[src/design/dss_pkg.sv]
// types, constants and calendar helpers for the datetime shift block
`timescale 1ns / 1ps
`default_nettype none

package dss_pkg;

    localparam int YEAR_BITS = 12;
    localparam int YR_W      = YEAR_BITS + 2;
    localparam int MOD_STEPS = YEAR_BITS - 8;

    localparam logic [16:0] SECS_PER_DAY  = 17'd86400;
    localparam logic [16:0] LAST_SEC_DAY  = 17'd86399;
    localparam logic [8:0]  YEARS_PER_ERA = 9'd400;
    localparam logic [11:0] SECS_PER_HOUR = 12'd3600;
    localparam logic [5:0]  SECS_PER_MIN  = 6'd60;

    localparam logic OP_ADVANCE = 1'b0;
    localparam logic OP_REWIND  = 1'b1;

    typedef struct packed {
        logic                 opcode;
        logic [4:0]           day;
        logic [3:0]           month;
        logic [YEAR_BITS-1:0] year;
        logic [4:0]           hour;
        logic [5:0]           minute;
        logic [5:0]           second;
        logic [30:0]          shift_amount;
    } dss_in_t;

    typedef struct packed {
        logic [4:0]           new_day;
        logic [3:0]           new_month;
        logic [YEAR_BITS-1:0] new_year;
        logic [4:0]           new_hour;
        logic [5:0]           new_minute;
        logic [5:0]           new_second;
        logic                 year_overflow;
    } dss_out_t;

    // argument is the year modulo 400
    function automatic logic is_leap(input logic [8:0] y400);
        return (y400 == 9'd0) ||
               ((y400[1:0] == 2'b00) && (y400 != 9'd100) &&
                (y400 != 9'd200) && (y400 != 9'd300));
    endfunction

    function automatic logic [4:0] month_len(input logic [3:0] m, input logic leap);
        logic [4:0] len;
        case (m) inside
            4'd2: begin
                len = leap ? 5'd29 : 5'd28;
            end
            4'd4, 4'd6, 4'd9, 4'd11: begin
                len = 5'd30;
            end
            default: begin
                len = 5'd31;
            end
        endcase
        return len;
    endfunction

    // days from 1 march to the first of month m
    function automatic logic [8:0] march_offset(input logic [3:0] m);
        logic [8:0] off;
        case (m)
            4'd3:    off = 9'd0;
            4'd4:    off = 9'd31;
            4'd5:    off = 9'd61;
            4'd6:    off = 9'd92;
            4'd7:    off = 9'd122;
            4'd8:    off = 9'd153;
            4'd9:    off = 9'd184;
            4'd10:   off = 9'd214;
            4'd11:   off = 9'd245;
            4'd12:   off = 9'd275;
            4'd1:    off = 9'd306;
            4'd2:    off = 9'd337;
            default: off = 9'd0;
        endcase
        return off;
    endfunction

    // month lengths counted from march, february last and never tested
    function automatic logic [4:0] march_month_len(input logic [3:0] mp);
        logic [4:0] len;
        case (mp) inside
            4'd1, 4'd3, 4'd6, 4'd8: begin
                len = 5'd30;
            end
            default: begin
                len = 5'd31;
            end
        endcase
        return len;
    endfunction

endpackage

`default_nettype wire

[src/design/datetime_shift_seconds.sv]
// top level: gregorian timestamp shifted forward or backward by a second count
`timescale 1ns / 1ps
`default_nettype none

// One item is in flight at a time. A small sequencer runs the steps in order: year
// modulo 400 and division of the shifted time by 86400 on one shared 32-bit
// compare-subtract unit, a day-count walk of one calendar year per cycle, as long
// as the span of the shift demands, a walk of one month per cycle on the same unit,
// then hour and minute digits on it as well. The year walk dominates. A finished
// result sits in an output register, so the next item is taken while that result
// still waits to be read.
module datetime_shift_seconds (
    input  wire               aclk,
    input  wire               aresetn,
    input  wire               s_valid,
    output logic              s_ready,
    input  dss_pkg::dss_in_t  s_data,
    output logic              m_valid,
    input  wire               m_ready,
    output dss_pkg::dss_out_t m_data
);
    import dss_pkg::*;

    typedef enum logic [3:0] {
        ST_IDLE,
        ST_MOD,
        ST_PREP,
        ST_DIV,
        ST_LOAD,
        ST_YEAR,
        ST_MON,
        ST_HOUR,
        ST_MIN,
        ST_OUT
    } state_t;

    state_t                 state_reg;
    dss_in_t                in_reg;
    logic [31:0]            rem_reg;
    logic [3:0]             step_reg;
    logic [15:0]            q_reg;
    logic [16:0]            tod_reg;
    logic signed [16:0]     doy_reg;
    logic signed [YR_W-1:0] yy_reg;
    logic [8:0]             y400_reg;
    logic [3:0]             mp_reg;
    logic [4:0]             hour_reg;
    logic [5:0]             min_reg;
    logic                   m_valid_reg;
    dss_out_t               m_data_reg;

    // shared compare-subtract unit
    logic [31:0] opa;
    logic [31:0] opb;
    logic [32:0] diff;
    logic        ge;

    always_comb begin
        opa = rem_reg;
        opb = '0;
        case (state_reg)
            ST_MOD:  opb = 32'(YEARS_PER_ERA) << step_reg;
            ST_DIV:  opb = 32'(SECS_PER_DAY) << step_reg;
            ST_HOUR: opb = 32'(SECS_PER_HOUR) << step_reg;
            ST_MIN:  opb = 32'(SECS_PER_MIN) << step_reg;
            ST_MON: begin
                opa = 32'(doy_reg[15:0]);
                opb = 32'(march_month_len(mp_reg));
            end
            default: opb = '0;
        endcase
        diff = {1'b0, opa} - {1'b0, opb};
        ge   = ~diff[32];
    end

    // input correction and start values
    logic [8:0]  ymod;
    logic [3:0]  m_c;
    logic [4:0]  ml;
    logic [4:0]  d_c;
    logic [4:0]  hh_c;
    logic [5:0]  mi_c;
    logic [5:0]  ss_c;
    logic [16:0] tod0;
    logic [31:0] x_start;
    logic        early;
    logic [8:0]  ymod_next;

    always_comb begin
        ymod = rem_reg[8:0];
        if (in_reg.month == 4'd0) begin
            m_c = 4'd1;
        end else if (in_reg.month > 4'd12) begin
            m_c = 4'd12;
        end else begin
            m_c = in_reg.month;
        end
        ml = month_len(m_c, is_leap(ymod));
        if (in_reg.day == 5'd0) begin
            d_c = 5'd1;
        end else if (in_reg.day > ml) begin
            d_c = ml;
        end else begin
            d_c = in_reg.day;
        end
        hh_c = (in_reg.hour > 5'd23) ? 5'd23 : in_reg.hour;
        mi_c = (in_reg.minute > 6'd59) ? 6'd59 : in_reg.minute;
        ss_c = (in_reg.second > 6'd59) ? 6'd59 : in_reg.second;
        tod0 = 17'(hh_c) * 17'(SECS_PER_HOUR) + 17'(mi_c) * 17'(SECS_PER_MIN)
             + 17'(ss_c);
        if (in_reg.opcode == OP_REWIND) begin
            x_start = 32'(in_reg.shift_amount) + 32'(LAST_SEC_DAY) - 32'(tod0);
        end else begin
            x_start = 32'(in_reg.shift_amount) + 32'(tod0);
        end
        early     = (m_c <= 4'd2);
        ymod_next = (ymod == YEARS_PER_ERA - 9'd1) ? 9'd0 : ymod + 9'd1;
    end

    // year walk
    logic [8:0]  y400_prev;
    logic [8:0]  y400_succ;
    logic [8:0]  cur_len;
    logic [8:0]  prev_len;

    always_comb begin
        y400_prev = (y400_reg == 9'd0) ? YEARS_PER_ERA - 9'd1 : y400_reg - 9'd1;
        y400_succ = (y400_reg == YEARS_PER_ERA - 9'd1) ? 9'd0 : y400_reg + 9'd1;
        cur_len   = 9'd365 + 9'(is_leap(y400_reg));
        prev_len  = 9'd365 + 9'(is_leap(y400_prev));
    end

    // result assembly
    logic [3:0]             mon_out;
    logic signed [YR_W-1:0] y_out;
    dss_out_t               res;

    always_comb begin
        mon_out = (mp_reg < 4'd10) ? mp_reg + 4'd3 : mp_reg - 4'd9;
        y_out   = yy_reg + $signed(YR_W'(mp_reg >= 4'd10));
        res.new_day       = doy_reg[4:0] + 5'd1;
        res.new_month     = mon_out;
        res.new_year      = y_out[YEAR_BITS-1:0];
        res.new_hour      = hour_reg;
        res.new_minute    = min_reg;
        res.new_second    = rem_reg[5:0];
        res.year_overflow = |y_out[YR_W-1:YEAR_BITS];
    end

    always_ff @(posedge aclk) begin
        if (!aresetn) begin
            state_reg   <= ST_IDLE;
            m_valid_reg <= 1'b0;
        end else begin
            if (m_valid_reg && m_ready && (state_reg != ST_OUT)) begin
                m_valid_reg <= 1'b0;
            end
            case (state_reg)
                ST_IDLE: begin
                    if (s_valid) begin
                        in_reg    <= s_data;
                        rem_reg   <= 32'(s_data.year);
                        step_reg  <= 4'(MOD_STEPS - 1);
                        state_reg <= ST_MOD;
                    end
                end
                ST_MOD: begin
                    if (ge) begin
                        rem_reg <= diff[31:0];
                    end
                    if (step_reg == 4'd0) begin
                        state_reg <= ST_PREP;
                    end else begin
                        step_reg <= step_reg - 4'd1;
                    end
                end
                ST_PREP: begin
                    rem_reg   <= x_start;
                    step_reg  <= 4'd15;
                    q_reg     <= '0;
                    doy_reg   <= $signed(17'(march_offset(m_c)) + 17'(d_c) - 17'd1);
                    yy_reg    <= $signed({2'b00, in_reg.year} - YR_W'(early));
                    y400_reg  <= early ? ymod : ymod_next;
                    state_reg <= ST_DIV;
                end
                ST_DIV: begin
                    q_reg <= {q_reg[14:0], ge};
                    if (ge) begin
                        rem_reg <= diff[31:0];
                    end
                    if (step_reg == 4'd0) begin
                        state_reg <= ST_LOAD;
                    end else begin
                        step_reg <= step_reg - 4'd1;
                    end
                end
                ST_LOAD: begin
                    if (in_reg.opcode == OP_REWIND) begin
                        tod_reg <= LAST_SEC_DAY - rem_reg[16:0];
                        doy_reg <= doy_reg - $signed(17'(q_reg));
                    end else begin
                        tod_reg <= rem_reg[16:0];
                        doy_reg <= doy_reg + $signed(17'(q_reg));
                    end
                    state_reg <= ST_YEAR;
                end
                ST_YEAR: begin
                    if (doy_reg < 0) begin
                        doy_reg  <= doy_reg + $signed(17'(prev_len));
                        yy_reg   <= yy_reg - $signed(YR_W'(1));
                        y400_reg <= y400_prev;
                    end else if (doy_reg >= $signed(17'(cur_len))) begin
                        doy_reg  <= doy_reg - $signed(17'(cur_len));
                        yy_reg   <= yy_reg + $signed(YR_W'(1));
                        y400_reg <= y400_succ;
                    end else begin
                        mp_reg    <= '0;
                        state_reg <= ST_MON;
                    end
                end
                ST_MON: begin
                    if ((mp_reg < 4'd11) && ge) begin
                        doy_reg <= $signed(diff[16:0]);
                        mp_reg  <= mp_reg + 4'd1;
                    end else begin
                        rem_reg   <= 32'(tod_reg);
                        step_reg  <= 4'd4;
                        state_reg <= ST_HOUR;
                    end
                end
                ST_HOUR: begin
                    hour_reg <= {hour_reg[3:0], ge};
                    if (ge) begin
                        rem_reg <= diff[31:0];
                    end
                    if (step_reg == 4'd0) begin
                        step_reg  <= 4'd5;
                        state_reg <= ST_MIN;
                    end else begin
                        step_reg <= step_reg - 4'd1;
                    end
                end
                ST_MIN: begin
                    min_reg <= {min_reg[4:0], ge};
                    if (ge) begin
                        rem_reg <= diff[31:0];
                    end
                    if (step_reg == 4'd0) begin
                        state_reg <= ST_OUT;
                    end else begin
                        step_reg <= step_reg - 4'd1;
                    end
                end
                ST_OUT: begin
                    if (!m_valid_reg || m_ready) begin
                        m_valid_reg <= 1'b1;
                        m_data_reg  <= res;
                        state_reg   <= ST_IDLE;
                    end
                end
                default: begin
                    state_reg <= ST_IDLE;
                end
            endcase
        end
    end

    assign s_ready = (state_reg == ST_IDLE);
    assign m_valid = m_valid_reg;
    assign m_data  = m_data_reg;

endmodule

`default_nettype wire

[config.mk]
export PLATFORM = sky130hd
export DESIGN_NAME = datetime_shift_seconds
export DESIGN_NICKNAME = d
export VERILOG_FILES = /design/src/design/dss_pkg.sv /design/src/design/datetime_shift_seconds.sv
export SDC_FILE = /design/constraint.sdc
export NUM_CORES = 1
export LEC_CHECK = 0
export ABC_AREA = 0
export BUFFER_PORTS_ARGS = -buffer_cell sky130_fd_sc_hd__buf_2
export CAP_MARGIN = 30
export CORE_ASPECT_RATIO = 0.6
export CORE_UTILIZATION = 63
export DETAILED_ROUTE_END_ITERATION = 12
export PLACE_DENSITY = 0.91
export SLEW_MARGIN = 20
export SYNTH_ARGS = -nofsm -noshare
export SYNTH_HDL_FRONTEND = slang
export SYNTH_SLANG_ARGS = --single-unit
export TNS_END_PERCENT = 100
[constraint.sdc]
create_clock -name aclk -period 9.35 [get_ports aclk]
set_input_delay 0.935 -clock aclk [delete_from_list [all_inputs] [get_ports aclk]]
set_output_delay 0.935 -clock aclk [all_outputs]
set_load 0.005 [all_outputs]
==> reports/qor.csv, run 1 <==
stage,metric,value,unit
status,outcome,"complete, no violations",
detailed_routing,DR WL/cell,20.5,um
clock_tree,worst skew pair latency,0.57,ns
finish,Layout fillers,2462,
synth,Synth cell types,92,
clock_tree,Root Driver,clkbuf_16,
synth,Synth Cell Area,0.0210,sq mm
detailed_routing,Residual DRC,0,
synth,Post-Syn Area per Cell,9.06,sq um
detailed_routing,DRT antenna net count,0,
setup_path,CP required,9.64,ns
setup_path,reg-to-reg setup timing slack,0.56,ns
min_path,hold path startpoint,hour_reg[4],
setup_path,R2R cell count,29,
clock_tree,clock transition at the registers of the reported paths,0.07,ns
min_path,hold depth,0,
finish,Multi-input gate area,0.0129,sq mm
detailed_routing,drt pass-1 iters,5,
setup_path,R2R Path Start,in_reg[41],
finish,"commonest non-fill, non-tap cell in the layout",edfxtp_1,
clock_tree,CTS Buf Count,25,
min_path,Hold Crit Endpoint,m_data[17],
run,max-cap check violation count,0,
clock_tree,CTS tree,yes,
place,Buffers on Ports,114,
finish,number of flip-flops in the largest register,70,
global_routing,Total GRT Usage,0.340,
setup_path,critical path type,reg -> reg,
sta,unrepaired setup endpoints after global routing,no,
sta,Tmin final,8.79,ns
global_routing,largest net degree at the start of global routing,71,
synth,total nets after synthesis,2644,
floorplanning,Core Footprint,0.0326,sq mm
global_routing,grt ovf,0,
detailed_routing,total wire length,58.6,mm
sta,worst-margin pin slew,0.990,ns
setup_path,crit start category,flop,
setup_path,Worst setup EP type,flop,
synth,Post-synth top flop,edfxtp_1,
floorplanning,io pins,115,
finish,NumNets Final,2718,
clock_tree,clk sinks,238,
synth,fraction of synthesis flops using an asynchronous set or reset pin,0,
clock_tree,CTS Hold Buffers Added,0,
sta,period utilization,0.940,
synth,largest cells by area after synthesis,"edfxtp_1, ha_1, xnor2_1",
clock_tree,Post-CTS Repair Setup Buffers,0,
sta,Slew HR,0.338,
finish,area delta synth->final,8.46,%
floorplanning,Die Area,0.0341,sq mm
setup_path,worst r2r dst,rem_reg[31],
sta,final setup vio count,0,
synth,area share of the largest cell type after synthesis,0.333,
sta,maximum clock frequency,114,MHz
finish,ANT cells,0,
setup_path,Crit-path slowest cell,fa_1,
global_routing,first-pass GRT wire length,92.2,mm
synth,post-synth top area cell,edfxtp_1,
sta,Layout Skew,0.0170,ns
synth,"EDFF count, synth",233,
finish,share of cells above drive strength 1,0.0934,
sta,total negative slack,0,ns
global_routing,initial antenna violation count,0,
sta,"Hold Vio Cnt, Final",0,
floorplanning,placement row count,51,
synth,synthesized netlist cell count,2320,
synth,"Seq/Total Area, Yosys",0.338,
floorplanning,Die H,143,um
setup_path,crit-path max FO,6,
setup_path,Crit path arrival time,9.08,ns
synth,Syn. warnings,0,
finish,Register Area,0.00710,sq mm
finish,"commonest non-fill, non-tap cells in the layout","edfxtp_1, ha_1, nand2_1",
clock_tree,CTS H-tree lvls,1,
setup_path,Critical Path Max Stage Delay,0.56,ns
floorplanning,Starting Density,0.645,
floorplanning,Die Width,238,um
detailed_routing,routed vias/inst,6.42,
global_routing,number of global-route vias before repair,17100,
place,DP HPWL,44.5,mm
detailed_routing,DR vias,18400,
synth,Yosys reg bits,238,
place,routability cong.,1.01,
sta,"Slew Viols, Final",0,
detailed_routing,initial drt markers,2085,
clock_tree,Clock Path Buffers,3,
min_path,HP Class,reg -> reg,
-- cells by family (layout without fill, tap and decap cells) --
logic type | after synthesis | count (layout) | share of synthesized area
compound gates | 631 | 631 | 0.198
xor+xnor | 220 | 220 | 0.0917
fa+ha+maj | 250 | 250 | 0.156
buf+inv | 266 | 356 | 0.0485
flops | 238 | 238 | 0.338
mux | 25 | 25 | 0.0121
simple gates | 690 | 690 | 0.156
-- per-stage QoR --
stage,cell area [sq um],hold slack [ns],cells,worst slack (ns),utilization
2_1_floorplan,21000,0.400,2320,1.69,-
3_3_place_gp,21900,0.403,2811,1.12,0.673
3_5_place_dp,22000,0.416,2815,0.688,0.675
4_1_cts,22800,0.429,2858,0.613,0.698
5_1_grt,22800,0.446,2860,0.0530,0.699
6_report,22800,0.427,2860,0.564,0.699
-- repair_timing --
| action | 4_1_cts | 5_1_grt |
|---|---|---|
| resized for setup | 0 | 1 |
| setup endpoints to repair | 0 | 1 |
| hold endpoints to repair | 0 | 0 |
-- cell usage after synthesis (7+ instances only) --
cell type,n
nor2_1,195
o22ai_1,25
nand3_1,42
a31oi_1,21
fa_1,19
and2_1,22
mux2i_1,21
a21o_1,51
or2_2,12
o21bai_1,19
buf_1,11
nand2_1,201
and3_1,20
o221ai_1,8
ha_1,231
a22oi_1,12
nand4_1,21
o31ai_1,12
inv_1,179
xnor2_1,136
a221oi_1,10
nor4_1,7
a211oi_1,16
or3_1,13
edfxtp_1,233
clkbuf_1,72
o21ai_0,154
xor2_1,84
o41ai_1,7
o211ai_1,12
nor3_1,44
nor2b_1,43
nand2b_1,35
o21a_1,22
a21oi_1,174
-- worst max path at each step --
stage                   to  slack [ns]        from  cells past startpoint
2_1_floorplan  rem_reg[29]        1.69  in_reg[42]                     29
3_3_place_gp   rem_reg[31]        1.12  in_reg[42]                     29
3_5_place_dp   rem_reg[31]        0.69  in_reg[42]                     29
4_1_cts        rem_reg[31]        0.61  in_reg[41]                     29
5_1_grt        rem_reg[31]        0.05  in_reg[41]                     32
6_report       rem_reg[31]        0.56  in_reg[41]                     29
-- cell type report --
type | count | area share
inverter | 180 | 0.0296
clock inverter | 11 | 0.00318
sequential | 238 | 0.311
timing repair buffer | 133 | 0.0333
tap | 450 | 0.0247
clock buffer | 32 | 0.0299
multi-input combinational | 1816 | 0.568
-- critical path: cells and delay by family, from the launching register on --
kind                       cells  cell delay (ns)
adders and majority gates      8             3.50
DFF                            1             0.42
buffers and inverters          2             0.13
AOI/OAI and AO/OA             15             3.69
xor gates and xnor gates       1             0.27
muxes                          1             0.23
and+or+nand+nor                2             0.27
-- per-layer routing --
metal / GRT usage / wire [um] / up-vias
met5: 0 / 0 / -
met3: 0.0703 / 6250 / 99
met4: 0.0733 / 1250 / 0
met1: 0.496 / 26100 / 8746
li1: - / - / 8517
met2: 0.518 / 25000 / 1004
Power of run 1 is not shown: default switching activity piles up to over one toggle a cycle in this logic, so the estimate is an artifact.
==> inputs of run 2 (changes only) <==
--- a/config.mk
+++ b/config.mk
@@ -9,9 +9,9 @@
 export BUFFER_PORTS_ARGS = -buffer_cell sky130_fd_sc_hd__buf_2
 export CAP_MARGIN = 30
 export CORE_ASPECT_RATIO = 0.6
-export CORE_UTILIZATION = 63
+export CORE_UTILIZATION = 46
 export DETAILED_ROUTE_END_ITERATION = 12
-export PLACE_DENSITY = 0.91
+export PLACE_DENSITY = 0.72
 export SLEW_MARGIN = 20
 export SYNTH_ARGS = -nofsm -noshare
 export SYNTH_HDL_FRONTEND = slang
==> reports/qor.csv, run 2 (same netlist as run 1, synthesis figures left out) <==
stage,metric,value,unit,change
detailed_routing,initial drt markers,1888,,-9.4%
finish,share of cells above drive strength 1,0.0968,,+0.00341
finish,"commonest non-fill, non-tap cell in the layout",edfxtp_1,,
clock_tree,CTS Buf Count,27,,+8.0%
sta,final setup vio count,0,,unchanged
sta,Layout Skew,0.0371,ns,+0.0201 ns
sta,"Slew Viols, Final",0,,unchanged
clock_tree,CTS H-tree lvls,1,,unchanged
clock_tree,clk sinks,238,,unchanged
setup_path,crit-path max FO,6,,unchanged
global_routing,largest net degree at the start of global routing,61,,-14%
floorplanning,Starting Density,0.467,,-0.177
floorplanning,Die Area,0.0466,sq mm,+37%
place,Buffers on Ports,114,,unchanged
setup_path,reg-to-reg setup timing slack,0.71,ns,+0.15 ns
global_routing,initial antenna violation count,1,,+1
finish,number of flip-flops in the largest register,70,,unchanged
sta,maximum clock frequency,116,MHz,+1.7%
place,Placed Cells,2956,,+5.0%
setup_path,CP required,9.65,ns,about the same
min_path,Hold Crit Endpoint,m_data[12],,
setup_path,Critical Path Max Stage Delay,0.55,ns,about the same
detailed_routing,Residual DRC,0,,unchanged
detailed_routing,drt pass-1 iters,6,,+1
min_path,hold depth,0,,unchanged
setup_path,Crit path arrival time,8.94,ns,-0.14 ns
sta,Slew HR,0.356,,+0.0181
clock_tree,Root Driver,clkbuf_16,,
detailed_routing,DRT antenna net count,0,,unchanged
sta,period utilization,0.924,,-0.0158
setup_path,Crit-path slowest cell,fa_1,,
detailed_routing,DR vias,17800,,-3.1%
sta,total negative slack,0,ns,unchanged
clock_tree,CTS Hold Buffers Added,0,,unchanged
global_routing,first-pass GRT wire length,91.9,mm,-0.31%
clock_tree,Post-CTS Repair Setup Buffers,0,,unchanged
clock_tree,Clock Path Buffers,3,,unchanged
sta,Tmin final,8.64,ns,-0.148 ns
detailed_routing,total wire length,57.8,mm,-1.5%
status,outcome,"complete, no violations",,
sta,worst-margin pin slew,0.963,ns,-0.0271 ns
detailed_routing,DR WL/cell,19.2,um,-6.4%
setup_path,critical path type,reg -> reg,,
global_routing,number of global-route vias before repair,16600,,-2.4%
setup_path,Worst setup EP type,flop,,
place,routability cong.,0.975,,-3.2%
floorplanning,Core Footprint,0.0450,sq mm,+38%
finish,Layout fillers,4088,,+66%
setup_path,worst r2r dst,rem_reg[31],,
clock_tree,worst skew pair latency,0.60,ns,+0.03 ns
place,DP HPWL,43.9,mm,-1.4%
sta,unrepaired setup endpoints after global routing,no,,
setup_path,crit start category,flop,,
clock_tree,clock transition at the registers of the reported paths,0.06,ns,about the same
clock_tree,CTS tree,yes,,
finish,"commonest non-fill, non-tap cells in the layout","edfxtp_1, ha_1, nand2_1",,
setup_path,R2R cell count,29,,unchanged
run,max-cap check violation count,0,,unchanged
floorplanning,Die Width,278,um,+17%
global_routing,Total GRT Usage,0.245,,-0.0943
setup_path,R2R Path Start,in_reg[42],,
finish,NumNets Final,2721,,+0.11%
floorplanning,io pins,115,,unchanged
clock_tree,post-CTS sizing,0,,unchanged
floorplanning,Die H,168,um,+17%
min_path,HP Class,reg -> reg,,
global_routing,grt ovf,0,,unchanged
finish,Non-Filler Instances,3008,,+5.2%
sta,"Hold Vio Cnt, Final",0,,unchanged
min_path,hold path startpoint,min_reg[5],,
floorplanning,placement row count,60,,+18%
finish,area delta synth->final,10.1,%,
detailed_routing,routed vias/inst,5.91,,-7.9%
-- run 2: cell types whose count changed in the layout (fill, tap and decap cells not counted), sizes merged --
cell,previous run,this run
clkinv,10,11
bufinv,0,5
clkinvlp,0,2
buf,133,134
inv,181,180
diode,0,1
-- run 2: metrics by stage --
step                      hold WS, ns  cell area [sq um]   util  setup slack, ns
after detailed placement        0.409              22200  0.493            0.852
after global routing            0.439              23100  0.514            0.114
final                           0.419              23100  0.514            0.712
after global placement          0.407              22200  0.493             1.09
after floorplan                 0.400              21000      -             1.69
after CTS                       0.422              23100  0.514            0.777
-- run 2: cell type report --
type                    instances  area, sq um  area share
multi-input cells            1816        13000       0.560
diodes                          1         2.50    0.000108
repair buffers                134          718      0.0310
well taps                     589          737      0.0319
clock inverters                18          239      0.0103
flip-flops and latches        238         7100       0.307
clock buffers                  32          714      0.0309
inverters                     180          676      0.0292
-- run 2: how the worst max path moves through the flow --
stage                          start          end  slack [ns]  depth (start not counted)
after floorplan           in_reg[42]  rem_reg[29]        1.69                         29
after global placement    in_reg[42]  rem_reg[30]        1.09                         32
after detailed placement  in_reg[42]  rem_reg[31]        0.85                         29
after CTS                 in_reg[42]  rem_reg[31]        0.78                         29
after global routing      in_reg[42]  rem_reg[30]        0.11                         32
final                     in_reg[42]  rem_reg[31]        0.71                         29
-- run 2: critical path: cells and delay by family (launching register included) --
family | cells | cell delay (ns)
compound gates | 15 | 3.58
xor+xnor | 1 | 0.28
fa+ha+maj | 8 | 3.45
buf+inv | 2 | 0.11
flops | 1 | 0.43
mux | 1 | 0.22
simple gates | 2 | 0.27
-- run 2: metal layers --
| metal | vias to the layer above | part of all wire | GRT usage | routed length, um |
|---|---|---|---|---|
| met1 | 8519 | 0.49 | 0.374 | 28200 |
| met2 | 677 | 0.41 | 0.352 | 23500 |
| met4 | 0 | 0.016 | 0.0452 | 945 |
| met5 | - | 0 | 0 | 0 |
| li1 | 8529 | - | - | - |
| met3 | 67 | 0.089 | 0.0562 | 5120 |
Power of run 2 is left out for the same reason.
